### src/rtl/cstg_pkg.sv
// ----------------------------------------------------------------------------
// cstg_pkg: shared types and constants of the cadenced sine tone generator
// Item formats, tone and opcode codes, register indexes and the sine ROM.
// ----------------------------------------------------------------------------
package cstg_pkg;

    localparam int TABLE_SIZE     = 256;
    localparam int IDX_W          = $clog2(TABLE_SIZE);
    localparam int PHASE_FRACTION = 16;
    localparam int AMPLITUDE      = 8000;
    localparam int PHASE_W        = 32;
    localparam int CNT_W          = 20;
    localparam int INC_W          = 24;
    localparam int CFG_W          = 24;
    localparam int CFG_IDX_W      = 3;
    localparam int SAMPLE_W       = 16;

    localparam logic OP_TICK   = 1'b0;
    localparam logic OP_SELECT = 1'b1;

    localparam logic [CFG_IDX_W-1:0] CFG_DIAL_INC     = 3'd0;
    localparam logic [CFG_IDX_W-1:0] CFG_BUSY_INC     = 3'd1;
    localparam logic [CFG_IDX_W-1:0] CFG_KEYPRESS_INC = 3'd2;
    localparam logic [CFG_IDX_W-1:0] CFG_BUSY_ON      = 3'd3;
    localparam logic [CFG_IDX_W-1:0] CFG_BUSY_PERIOD  = 3'd4;
    localparam logic [CFG_IDX_W-1:0] CFG_KEYPRESS_LEN = 3'd5;

    typedef enum logic [1:0] {
        MODE_OFF  = 2'd0,
        MODE_DIAL = 2'd1,
        MODE_BUSY = 2'd2,
        MODE_KEY  = 2'd3
    } t_tone;

    typedef struct packed {
        logic       opcode;
        logic [1:0] tone_select;
    } t_in_item;

    typedef struct packed {
        logic signed [SAMPLE_W-1:0] sample;
        logic [1:0]                 current_tone;
    } t_out_item;

    typedef struct packed {
        t_tone              mode;
        logic [PHASE_W-1:0] phase;
        logic [CNT_W-1:0]   cnt;
    } t_state;

    // remainder unit handshake
    typedef struct packed {
        logic start;
        logic abort;
    } t_rem_ctrl;

    typedef struct packed {
        logic busy;
        logic done;
    } t_rem_stat;

    // ---- sine ROM, built at elaboration (fixed-point Taylor series, Q30) ----
    localparam longint unsigned PI_Q30      = 64'd3373259426;
    localparam longint unsigned HALF_PI_Q30 = 64'd1686629713;
    localparam longint unsigned SERIES_DIV [12] =
        '{64'd6, 64'd20, 64'd42, 64'd72, 64'd110, 64'd156,
          64'd210, 64'd272, 64'd342, 64'd420, 64'd506, 64'd600};

    typedef logic [TABLE_SIZE-1:0][SAMPLE_W-1:0] t_sine_rom;

    function automatic logic [SAMPLE_W-1:0] sine_entry(input longint unsigned t);
        longint unsigned x;
        longint unsigned term;
        longint unsigned mag;
        longint          sum;
        logic            neg;
        x   = (64'd2 * PI_Q30 * t + 64'(TABLE_SIZE / 2)) / 64'(TABLE_SIZE);
        neg = 1'b0;
        if (x >= PI_Q30) begin
            x   = x - PI_Q30;
            neg = 1'b1;
        end
        if (x > HALF_PI_Q30) begin
            x = PI_Q30 - x;
        end
        sum  = longint'(x);
        term = x;
        for (int k = 1; k <= 12; k++) begin
            term = (term * x) >> 30;
            term = (term * x) >> 30;
            term = term / SERIES_DIV[k-1];
            if ((k & 1) != 0) begin
                sum = sum - longint'(term);
            end else begin
                sum = sum + longint'(term);
            end
        end
        if (sum < 0) begin
            sum = 0;
        end
        mag = (longint'(unsigned'(sum)) * 64'(AMPLITUDE) + 64'd536870912) >> 30;
        if (mag > 64'(AMPLITUDE)) begin
            mag = 64'(AMPLITUDE);
        end
        return neg ? SAMPLE_W'(64'd0 - mag) : SAMPLE_W'(mag);
    endfunction

    function automatic t_sine_rom build_sine_rom();
        t_sine_rom rom;
        for (int i = 0; i < TABLE_SIZE; i++) begin
            rom[i] = sine_entry(64'(i));
        end
        return rom;
    endfunction

    localparam t_sine_rom SINE_ROM = build_sine_rom();

endpackage

### src/rtl/cstg_rem.sv
// ----------------------------------------------------------------------------
// cstg_rem: sequential remainder unit
// Restoring remainder of a counter value by the busy period, one bit a cycle.
// ----------------------------------------------------------------------------
module cstg_rem (
    input  logic                       i_clk,
    input  logic                       i_rst_n,
    input  cstg_pkg::t_rem_ctrl        i_ctrl,
    input  logic [cstg_pkg::CNT_W-1:0] i_dividend,
    input  logic [cstg_pkg::CNT_W-1:0] i_divisor,
    output cstg_pkg::t_rem_stat        o_stat,
    output logic [cstg_pkg::CNT_W-1:0] o_remainder
);
    import cstg_pkg::*;

    localparam int STEP_W = $clog2(CNT_W);

    logic              r_busy;
    logic              r_done;
    logic [STEP_W-1:0] r_step;
    logic [CNT_W-1:0]  r_num;
    logic [CNT_W-1:0]  r_rem;
    logic [CNT_W-1:0]  r_div;

    logic [CNT_W:0]    shifted;
    logic [CNT_W-1:0]  n_rem;

    always_comb begin
        shifted = {r_rem, r_num[CNT_W-1]};
        if (shifted >= {1'b0, r_div}) begin
            n_rem = CNT_W'(shifted - {1'b0, r_div});
        end else begin
            n_rem = shifted[CNT_W-1:0];
        end
    end

    always_ff @(posedge i_clk) begin
        if (!i_rst_n || i_ctrl.abort) begin
            r_busy <= 1'b0;
            r_done <= 1'b0;
        end else begin
            r_done <= 1'b0;
            if (r_busy) begin
                if (r_step == '0) begin
                    r_busy <= 1'b0;
                    r_done <= 1'b1;
                end
            end else if (i_ctrl.start) begin
                r_busy <= 1'b1;
            end
        end
    end

    always_ff @(posedge i_clk) begin
        if (r_busy) begin
            r_rem  <= n_rem;
            r_num  <= {r_num[CNT_W-2:0], 1'b0};
            r_step <= r_step - STEP_W'(1);
        end else if (i_ctrl.start) begin
            r_rem  <= '0;
            r_num  <= i_dividend;
            r_div  <= i_divisor;
            r_step <= STEP_W'(CNT_W - 1);
        end
    end

    assign o_stat.busy = r_busy;
    assign o_stat.done = r_done;
    assign o_remainder = r_rem;

endmodule

### src/rtl/cadenced_sine_tone_generator_top.sv
// ----------------------------------------------------------------------------
// cadenced_sine_tone_generator_top: telephone tone generator
// Throughput: one item per cycle unless the output stalls or a busy tick waits
// for the remainder unit; the tone state is read from a one-entry synchronous
// memory with write-back bypass, then the sine ROM is read. A busy tick whose
// counter is at or above the busy period (after a period rewrite) waits for
// the sequential remainder unit.
// Reset (synchronous, active low) clears registers, tone state and pipeline.
// ----------------------------------------------------------------------------
module cadenced_sine_tone_generator_top (
    input  logic                           i_clk,
    input  logic                           i_rst_n,
    input  logic                           i_in_valid,
    input  cstg_pkg::t_in_item             i_in_item,
    output logic                           o_in_stall,
    output logic                           o_out_valid,
    output cstg_pkg::t_out_item            o_out_item,
    input  logic                           i_out_stall,
    input  logic                           i_cfg_we,
    input  logic [cstg_pkg::CFG_IDX_W-1:0] i_cfg_index,
    input  logic [cstg_pkg::CFG_W-1:0]     i_cfg_data
);
    import cstg_pkg::*;

    // configuration registers
    logic [INC_W-1:0] r_dial_inc;
    logic [INC_W-1:0] r_busy_inc;
    logic [INC_W-1:0] r_key_inc;
    logic [CNT_W-1:0] r_busy_on;
    logic [CNT_W-1:0] r_busy_period;
    logic [CNT_W-1:0] r_key_len;

    always_ff @(posedge i_clk) begin
        if (!i_rst_n) begin
            r_dial_inc    <= '0;
            r_busy_inc    <= '0;
            r_key_inc     <= '0;
            r_busy_on     <= '0;
            r_busy_period <= '0;
            r_key_len     <= '0;
        end else if (i_cfg_we) begin
            unique case (i_cfg_index)
                CFG_DIAL_INC:     r_dial_inc    <= i_cfg_data[INC_W-1:0];
                CFG_BUSY_INC:     r_busy_inc    <= i_cfg_data[INC_W-1:0];
                CFG_KEYPRESS_INC: r_key_inc     <= i_cfg_data[INC_W-1:0];
                CFG_BUSY_ON:      r_busy_on     <= i_cfg_data[CNT_W-1:0];
                CFG_BUSY_PERIOD:  r_busy_period <= i_cfg_data[CNT_W-1:0];
                CFG_KEYPRESS_LEN: r_key_len     <= i_cfg_data[CNT_W-1:0];
                default: ;
            endcase
        end
    end

    // ---- tone state memory: one entry, registered read, write-back bypass ----
    t_state r_state_mem [1];
    logic   r_mem_valid;
    t_state r_state_rd;
    logic   r_byp_hit;
    t_state r_byp_data;
    t_state cur;
    t_state n_state;
    logic   accept;

    always_ff @(posedge i_clk) begin
        if (accept) begin
            r_state_mem[0] <= n_state;
        end
        r_byp_data <= n_state;
    end

    always_ff @(posedge i_clk) begin
        if (!i_rst_n) begin
            r_mem_valid <= 1'b0;
            r_byp_hit   <= 1'b0;
            r_state_rd  <= '0;
        end else begin
            if (accept) begin
                r_mem_valid <= 1'b1;
            end
            r_byp_hit  <= accept;
            r_state_rd <= r_mem_valid ? r_state_mem[0] : '0;
        end
    end

    assign cur = r_byp_hit ? r_byp_data : r_state_rd;

    // ---- remainder of the counter by the busy period, when it is needed ----
    t_rem_ctrl        rem_ctrl;
    t_rem_stat        rem_stat;
    logic [CNT_W-1:0] rem_out;
    logic             r_rem_valid;
    logic [CNT_W-1:0] r_rem;
    logic             is_tick;
    logic             cnt_ge_period;
    logic             need_rem;
    logic             rem_wait;

    assign is_tick       = (i_in_item.opcode == OP_TICK);
    assign cnt_ge_period = (cur.cnt >= r_busy_period);
    assign need_rem      = i_in_valid && is_tick && (cur.mode == MODE_BUSY)
                           && (r_busy_period != '0) && cnt_ge_period;
    assign rem_wait      = need_rem && !r_rem_valid;

    assign rem_ctrl.start = rem_wait && !rem_stat.busy && !rem_stat.done;
    assign rem_ctrl.abort = i_cfg_we;

    cstg_rem u_rem (
        .i_clk       (i_clk),
        .i_rst_n     (i_rst_n),
        .i_ctrl      (rem_ctrl),
        .i_dividend  (cur.cnt),
        .i_divisor   (r_busy_period),
        .o_stat      (rem_stat),
        .o_remainder (rem_out)
    );

    always_ff @(posedge i_clk) begin
        if (!i_rst_n || i_cfg_we || accept) begin
            r_rem_valid <= 1'b0;
        end else if (rem_stat.done) begin
            r_rem_valid <= 1'b1;
        end
    end

    always_ff @(posedge i_clk) begin
        if (rem_stat.done) begin
            r_rem <= rem_out;
        end
    end

    // ---- pipeline control ----
    logic r_s1_valid;
    logic r_out_valid;
    logic out_load;
    logic s1_load;

    assign out_load   = !r_out_valid || !i_out_stall;
    assign s1_load    = !r_s1_valid || out_load;
    assign o_in_stall = !s1_load || rem_wait;
    assign accept     = i_in_valid && !o_in_stall;

    // ---- next state and sample selection ----
    logic [CNT_W-1:0] cnt_sat;
    logic [CNT_W-1:0] busy_rem;
    logic [INC_W-1:0] step;
    logic             audible;

    always_comb begin
        cnt_sat  = (cur.cnt == '1) ? cur.cnt : cur.cnt + CNT_W'(1);
        busy_rem = cnt_ge_period ? r_rem : cur.cnt;
        n_state  = cur;
        audible  = 1'b0;
        step     = '0;
        if (i_in_item.opcode == OP_SELECT) begin
            n_state.mode  = t_tone'(i_in_item.tone_select);
            n_state.phase = '0;
            n_state.cnt   = '0;
        end else begin
            case (cur.mode)
                MODE_DIAL: begin
                    audible     = 1'b1;
                    step        = r_dial_inc;
                    n_state.cnt = cnt_sat;
                end
                MODE_BUSY: begin
                    step = r_busy_inc;
                    if (r_busy_period != '0) begin
                        audible = (busy_rem < r_busy_on);
                        if (({1'b0, cur.cnt} + (CNT_W+1)'(1)) >= {1'b0, r_busy_period}) begin
                            n_state.cnt = '0;
                        end else begin
                            n_state.cnt = cur.cnt + CNT_W'(1);
                        end
                    end else begin
                        n_state.cnt = cnt_sat;
                    end
                end
                MODE_KEY: begin
                    step = r_key_inc;
                    if (cur.cnt >= r_key_len) begin
                        n_state.mode = MODE_OFF;
                    end else begin
                        audible = 1'b1;
                    end
                    n_state.cnt = cnt_sat;
                end
                default: begin
                    n_state.cnt = cnt_sat;
                end
            endcase
            if (audible) begin
                n_state.phase = cur.phase + PHASE_W'(step);
            end
        end
    end

    // ---- stage 1: ROM address ----
    logic             r_s1_audible;
    logic [IDX_W-1:0] r_s1_idx;
    t_tone            r_s1_tone;

    always_ff @(posedge i_clk) begin
        if (!i_rst_n) begin
            r_s1_valid <= 1'b0;
        end else if (s1_load) begin
            r_s1_valid <= accept && is_tick;
        end
    end

    always_ff @(posedge i_clk) begin
        if (accept && is_tick) begin
            r_s1_audible <= audible;
            r_s1_idx     <= cur.phase[PHASE_FRACTION +: IDX_W];
            r_s1_tone    <= n_state.mode;
        end
    end

    // ---- output register: ROM lookup ----
    t_out_item r_out_item;

    always_ff @(posedge i_clk) begin
        if (!i_rst_n) begin
            r_out_valid <= 1'b0;
        end else if (out_load) begin
            r_out_valid <= r_s1_valid;
        end
    end

    always_ff @(posedge i_clk) begin
        if (out_load && r_s1_valid) begin
            r_out_item.sample       <= r_s1_audible ? SINE_ROM[r_s1_idx] : '0;
            r_out_item.current_tone <= r_s1_tone;
        end
    end

    assign o_out_valid = r_out_valid;
    assign o_out_item  = r_out_item;

endmodule

### config.mk
export PLATFORM = sky130hd
export DESIGN_NAME = cadenced_sine_tone_generator_top
export DESIGN_NICKNAME = d
export VERILOG_FILES = /design/src/rtl/cstg_pkg.sv /design/src/rtl/cstg_rem.sv /design/src/rtl/cadenced_sine_tone_generator_top.sv
export SDC_FILE = /design/constraint.sdc
export NUM_CORES = 1
export LEC_CHECK = 0
export ABC_AREA = 1
export ABC_CLOCK_PERIOD_IN_PS = 9700
export BUFFER_PORTS_ARGS = -buffer_cell sky130_fd_sc_hd__buf_2
export CELL_PAD_IN_SITES_DETAIL_PLACEMENT = 1
export CELL_PAD_IN_SITES_GLOBAL_PLACEMENT = 1
export CORE_UTILIZATION = 26
export CTS_CLUSTER_SIZE = 16
export DETAILED_ROUTE_END_ITERATION = 12
export GPL_TIMING_DRIVEN = 0
export MAX_ROUTING_LAYER = met4
export PLACE_DENSITY = 0.5
export SLEW_MARGIN = 20
export SYNTH_ARGS = -nofsm -noshare
export SYNTH_HDL_FRONTEND = slang
export SYNTH_SLANG_ARGS = --single-unit
### constraint.sdc
create_clock -name i_clk -period 9.7 [get_ports i_clk]
set_clock_uncertainty 0.05 [all_clocks]
set_input_delay 0 -clock i_clk [delete_from_list [all_inputs] [get_ports i_clk]]
set_output_delay 0 -clock i_clk [all_outputs]
set_load 0.005 [all_outputs]
### Word level (Yosys, flattened, before mapping)

Memories as Yosys holds them, arrays and structs flattened. A register that Yosys moved wholly into a read port is not among the register bits.
Cells that the tools add are included.

* register bits after elaboration: 291
* bits in writable memories: 54
* bits in read-only memories: 4096
* logic and storage cells: 117
* memories kept: 2

Memory list
* (no name shown): depth 256, width 16, read ports 1, clocked after memory_dff 1, wr ports 0, RTL line cadenced_sine_tone_generator_top.sv:231 `r_out_item.sample <= r_s1_audible ? SINE_ROM[r_s1_idx] : '0;`
* r_state_mem: depth 1, width 54, read ports 1, clocked after memory_dff 1, wr ports 1, RTL line cadenced_sine_tone_generator_top.sv:55 `t_state r_state_mem [1];`

* add/sub/neg operators: 5
* order comparisons: 5
* equality and inequality tests: 9
* mux-type cells: 29
* bitwise operators: 2
* reduce and logical (&&, ||, !) cells: 39

Operators with widths (number)
* 20-bit 2-to-1 mux: 10
* 54-bit 2-to-1 mux: 2
* 24-bit one-hot mux with 3 select lines: 1
* 21-bit by 20-bit >= comparator with 1-bit output: 2
* 20-bit >= comparator: 2
* 32-bit by 24-bit adder with 32-bit output: 1
* 32-bit 2-to-1 mux: 1
* 24-bit 2-to-1 mux: 1
* 20-bit by 1-bit adder with 21-bit output, second input constant: 1
* 20-bit by 1-bit adder with 20-bit output, second input constant: 1
* 20-bit equality test, second input constant: 1
* 20-bit less-than comparator: 1
* 20-bit nonzero test: 1
* 20-bit subtractor: 1
* 2-bit AND reduction: 8
* 1-bit logical NOT: 11
* 1-bit logical AND: 10
* 5-bit 2-to-1 mux: 2
* 1-bit 2-to-1 mux: 9
* 3-bit by 2-bit equality test with 1-bit output, second input constant: 2
* 3-bit equality test, second input constant: 2
* 5-bit logical NOT: 1
* 1-bit logical OR: 5
* 5-bit by 1-bit subtractor with 5-bit output, second input constant: 1
* 9 further kinds: 12

### Longest topological paths before layout

* depth in word-level cells: 11
* depth in mapped cells: 33
* mapped depth without buffers: 30

### Cells and area by module

From an unflattened synthesis, not the netlist that was laid out.

* cells, all modules: 2993
* area total of the unflattened synthesis: 22719.3 um2

By module, submodules not included
* cadenced_sine_tone_generator_top: instances 1, cells an instance 2508, area each 18546.5 um2, sequential area each 7377.1 um2
* cstg_rem: instances 1, cells an instance 485, area each 4172.8 um2, sequential area each 1981.9 um2

### Least setup slack after synthesis

OpenSTA, ideal clock, no wires.

* path kind: reg2reg
* start: register r_byp_hit
* end: register r_s1_audible, enable pin
* setup time: 0.380 ns
* arrival: 5.124 ns
* setup slack: 4.146 ns
* stages on the path, launching flop included: 19
* buffers on the path: 2
* clock period less this slack: 5.554 ns
* cell sequence: dfxtp_1 -> buf_4 -> buf_6 -> o21ai_0 -> inv_1 -> ha_1 -> nand2_1 -> nand2_1 -> nand2_1 -> nand2_1 -> nand2_1 -> nand2_1 -> a21oi_1 -> nand2_1 -> nand3_1 -> o21ai_0 -> nor2_1 -> inv_1 -> nor2_1

* word-level cells in the longest chain between the ends: 10

Ends and longest elaborated chain
* start, declared: RTL line cadenced_sine_tone_generator_top.sv:58 `logic r_byp_hit;`
* start signal, assigned: RTL line cadenced_sine_tone_generator_top.sv:80 `r_byp_hit <= accept;`
* 54-bit 2-to-1 mux (*): RTL line cadenced_sine_tone_generator_top.sv:85 `assign cur = r_byp_hit ? r_byp_data : r_state_rd;`
* parallel branches: the longest is 3 deep, another holds 20-bit >= comparator
* 1-bit logical AND (*): RTL line cadenced_sine_tone_generator_top.sv:101 `&& (r_busy_period != '0) && cnt_ge_period;`
* 1-bit logical AND (*): RTL line cadenced_sine_tone_generator_top.sv:102 `assign rem_wait = need_rem && !r_rem_valid;`
* 1-bit logical OR (*): RTL line cadenced_sine_tone_generator_top.sv:139 `assign o_in_stall = !s1_load || rem_wait;`
* net o_in_stall: RTL line cadenced_sine_tone_generator_top.sv:15 `output logic o_in_stall,`
* 1-bit logical NOT (*): RTL line cadenced_sine_tone_generator_top.sv:140 `assign accept = i_in_valid && !o_in_stall;`
* 1-bit logical AND (*): RTL line cadenced_sine_tone_generator_top.sv:140
* net accept: RTL line cadenced_sine_tone_generator_top.sv:62 `logic accept;`
* 1-bit logical AND (*): RTL line cadenced_sine_tone_generator_top.sv:211 `if (accept && is_tick) begin`
* end signal, assigned: RTL line cadenced_sine_tone_generator_top.sv:212 `r_s1_audible <= audible;`
* end, declared: RTL line cadenced_sine_tone_generator_top.sv:198 `logic r_s1_audible;`

Mark *: on every way through the listed nets, which the timed path passes.
A chain may end at the register's enable or synchronous reset.

==> flow_summary_export.csv <==
group,metric,value,unit
hold_path,hold_class,"input pin to register",
floorplan,core_area,83600,um^2
sta,fin_hold_ws,77.6,ps
power,max-vdd-ir-drop,0.000121,V
power,total_leakage_power,10.6,nW
detailed_routing,drt-met1-wl,49100,um
sta,setup_tns,0,ps
detailed_routing,drt_first_pass_iters,5,
detailed_routing,vias,20984,
flow_run,max_cap_viol_count,0,
clock_network,htree_num_levels,2,
clock_network,clk_path_buf_depth,3,
global_route,grt.overflow.total,0,
global_route,grt_pass1_vias,21611,
setup_path,start_kind,"register",
setup_path,critPathSlowestCell,"o21ai_1",
yosys,synth_largest_area_cell,"edfxtp_1",
detailed_routing,vias_per_cell,5.13,
detailed_routing,wire_per_inst,25.1,um
layout,drive_gt1_share,6.98,%
floorplan,rows,106,
place,dp_hpwl,79600,um
layout,regArea,9360,um^2
clock_network,ctsRootBufferMaster,"clkbuf_16",
floorplan,die_x,292,um
setup_path,slowest_delay,680,ps
global_route,antenna_found_initial,5,
layout,area_growth,17.1,%
floorplan,dieArea,85400,um^2
sta,worst_pin_slew,1150,ps
sta,setup_ws,3070,ps
sta,rsz0062_at_grt,"false",
layout,n_fill_cell,10046,
global_route,gr-usage-all-layers,24.6,%
detailed_routing,drc,0,
layout,nets,3144,
place,gp_congestion,0.986,
yosys,synth_edf_count,157,
detailed_routing,drtAntennaViolNets,0,
detailed_routing,wl_met2,45700,um
sta,finalCritPeriodShare,68.3,%
sta,period_minus_slack,6630,ps
clock_network,cts_inserted_buffers,48,
yosys,netlist_instances,2821,
yosys,syn_avg_cell_area,7.76,um^2
setup_path,critical_path_peak_fanout,10,
yosys,synth.distinct_cells,65,
clock_network,cts_setup_buffers,0,
sta,finalSetupViolations,0,
layout,final_common_cell,"nand2_1",
sta,relSlewSlack,22.6,%
clock_network,clk_latency,590,ps
yosys,ys.warnings.count,0,
floorplan,dieHeight,292,um
yosys,ys_seq_area_share,42.7,%
sta,hold_viol,0,
clock_network,clk_pin_slew,60,ps
setup_path,endpoint_kind,"register",
global_route,grt_max_degree,46,
power,power.density,175,nW/um^2
layout,final_cell_mix,"nand2_1, nor2_1, o21ai_0, inv_1, a21oi_1",
detailed_routing,initialDrtViolationCount,1516,
clock_network,numClockSinks,389,
sta,fmax,151,MHz
yosys,synth_nets,2997,
run_status,status,"finished, final reports clean",
setup_path,path_class,"register to register",
sta,slew_viol_final,0,
floorplan,initial_core_util,26.2,%
setup_path,arrival,6990,ps
place,post-place-ws,2930,ps
global_route,grt_pass1_wl,150000,um
detailed_routing,dr_wl_met3,4480,um
place,portBuffers,53,
layout,multi_input_area,10800,um^2
yosys,syn-cell-area,21900,um^2
detailed_routing,top_layer,"met4",
setup_path,crit_top_cell,"nand2_1",
yosys,synth-main-ff-cell,"dfxtp_1",
setup_path,critPathRequiredTime,10060,ps
yosys,synth_seq_cells,389,
yosys,synth_top_area_share,21.5,%
detailed_routing,drt_wl_total,103000,um
yosys,async_flop_share,0,%
yosys,synthTopCellsByArea,"edfxtp_1, dfxtp_1, ha_1, o21ai_0, nand2_1",
floorplan,ios,55,
clock_network,cts_tree,"yes",
==> state kept, by name (all words and copies together) (netlist names), 8 cells and up <==
name and flops:
r_busy_period 20, r_busy_on 20, r_dial_inc 24, o_out_item 16, r_key_len 20, r_state_rd 46
u_rem.r_div 20, u_rem.o_remainder 20, r_key_inc 24, r_rem 20, r_busy_inc 24, r_byp_data 46
r_s1_idx 8, u_rem.r_num 20, r_state_mem 46
==> worst max-delay path, delay by kind of cell, from the launching register on <==
family / cells / cell delay (ps)
adder cells (fa/ha/maj): 2 / 670
AND/OR/NAND/NOR: 14 / 1920
AO/OA/AOI/OAI: 6 / 1320
buffers and inverters: 7 / 2090
flip-flops: 1 / 350
==> synthesized netlist by cell type, types with 7 or more instances <==
library cell	count
nand3_1	101
mux2_2	15
edfxtp_1	157
a221oi_1	9
a21oi_1	248
nor4_1	11
dfxtp_1	232
inv_1	326
buf_2	8
nand2_1	430
nor3_1	28
ha_1	139
inv_2	8
o22ai_1	15
o21ai_0	336
a31oi_1	14
o221ai_1	8
clkbuf_1	103
o31ai_1	12
o211ai_1	20
xnor2_1	26
nand4_1	34
buf_1	7
nor2_1	396
o21ai_1	12
xor2_1	30
==> per-layer routing <==
layer  GRT usage, %  vias to the layer above
li1               -                     9851
met1           33.4                    10389
met2           38.1                      569
met3           2.87                      175
met4           7.91                        0
met5              -                        -
==> through the flow <==
stage                     area (um^2)  cells  total power, mW  util (%)
after detailed placement        23700   3962             2.68      28.3
after global routing            25600   4088             4.69      30.7
after floorplan                 21900   2821             2.33         -
after CTS                       25600   4087             4.54      30.7
after global placement          23500   3954             2.67      28.1
final                           25600   4089             4.49      30.7
==> final timing paths <==
kind / start / end / slack (ps) / cells past startpoint
max: r_byp_hit / r_state_mem[0][43] / 3070 / 29
min: i_in_valid / r_state_mem[0][24] / 80 / 3
max reg2reg: r_byp_hit / r_state_mem[0][43] / 3070 / 29
min reg2reg: r_s1_tone[0] / o_out_item[0] / 370 / 0
==> power breakdown <==
part | total [mW] | leakage, nW | internal, mW | switching, mW
logic | 0.854 | 6.41 | 0.239 | 0.615
registers | 1.82 | 3.38 | 1.78 | 0.0314
clock network | 1.82 | 0.781 | 1.09 | 0.736
total | 4.49 | 10.6 | 3.11 | 1.38
==> kinds of logic after synthesis <==
family	synth area share [%]
buffers and inverters	8.26
AO/OA/AOI/OAI	18.5
multiplexers	0.817
AND/OR/NAND/NOR	19.3
XOR/XNOR	2.24
flip-flops	42.7
adder cells (fa/ha/maj)	8.13
==> what timing repair did <==
action / 4_1_cts / 5_1_grt
gates resized for setup: 0 / 0
hold buffers: 36 / 0
endpoints found under the hold margin: 162 / 0
==> final cells by class <==
type / instances / area share (%)
tap: 1080 / 5.27
antenna: 2 / 0.0195
sequential: 389 / 36.5
inverter: 339 / 4.96
timing repair buffer: 97 / 2.94
clock buffer: 67 / 5.16
buffer: 127 / 2.09
clock inverter: 22 / 1.02
multi-input combinational: 1966 / 42.0
(Power assumes the default switching activity.)
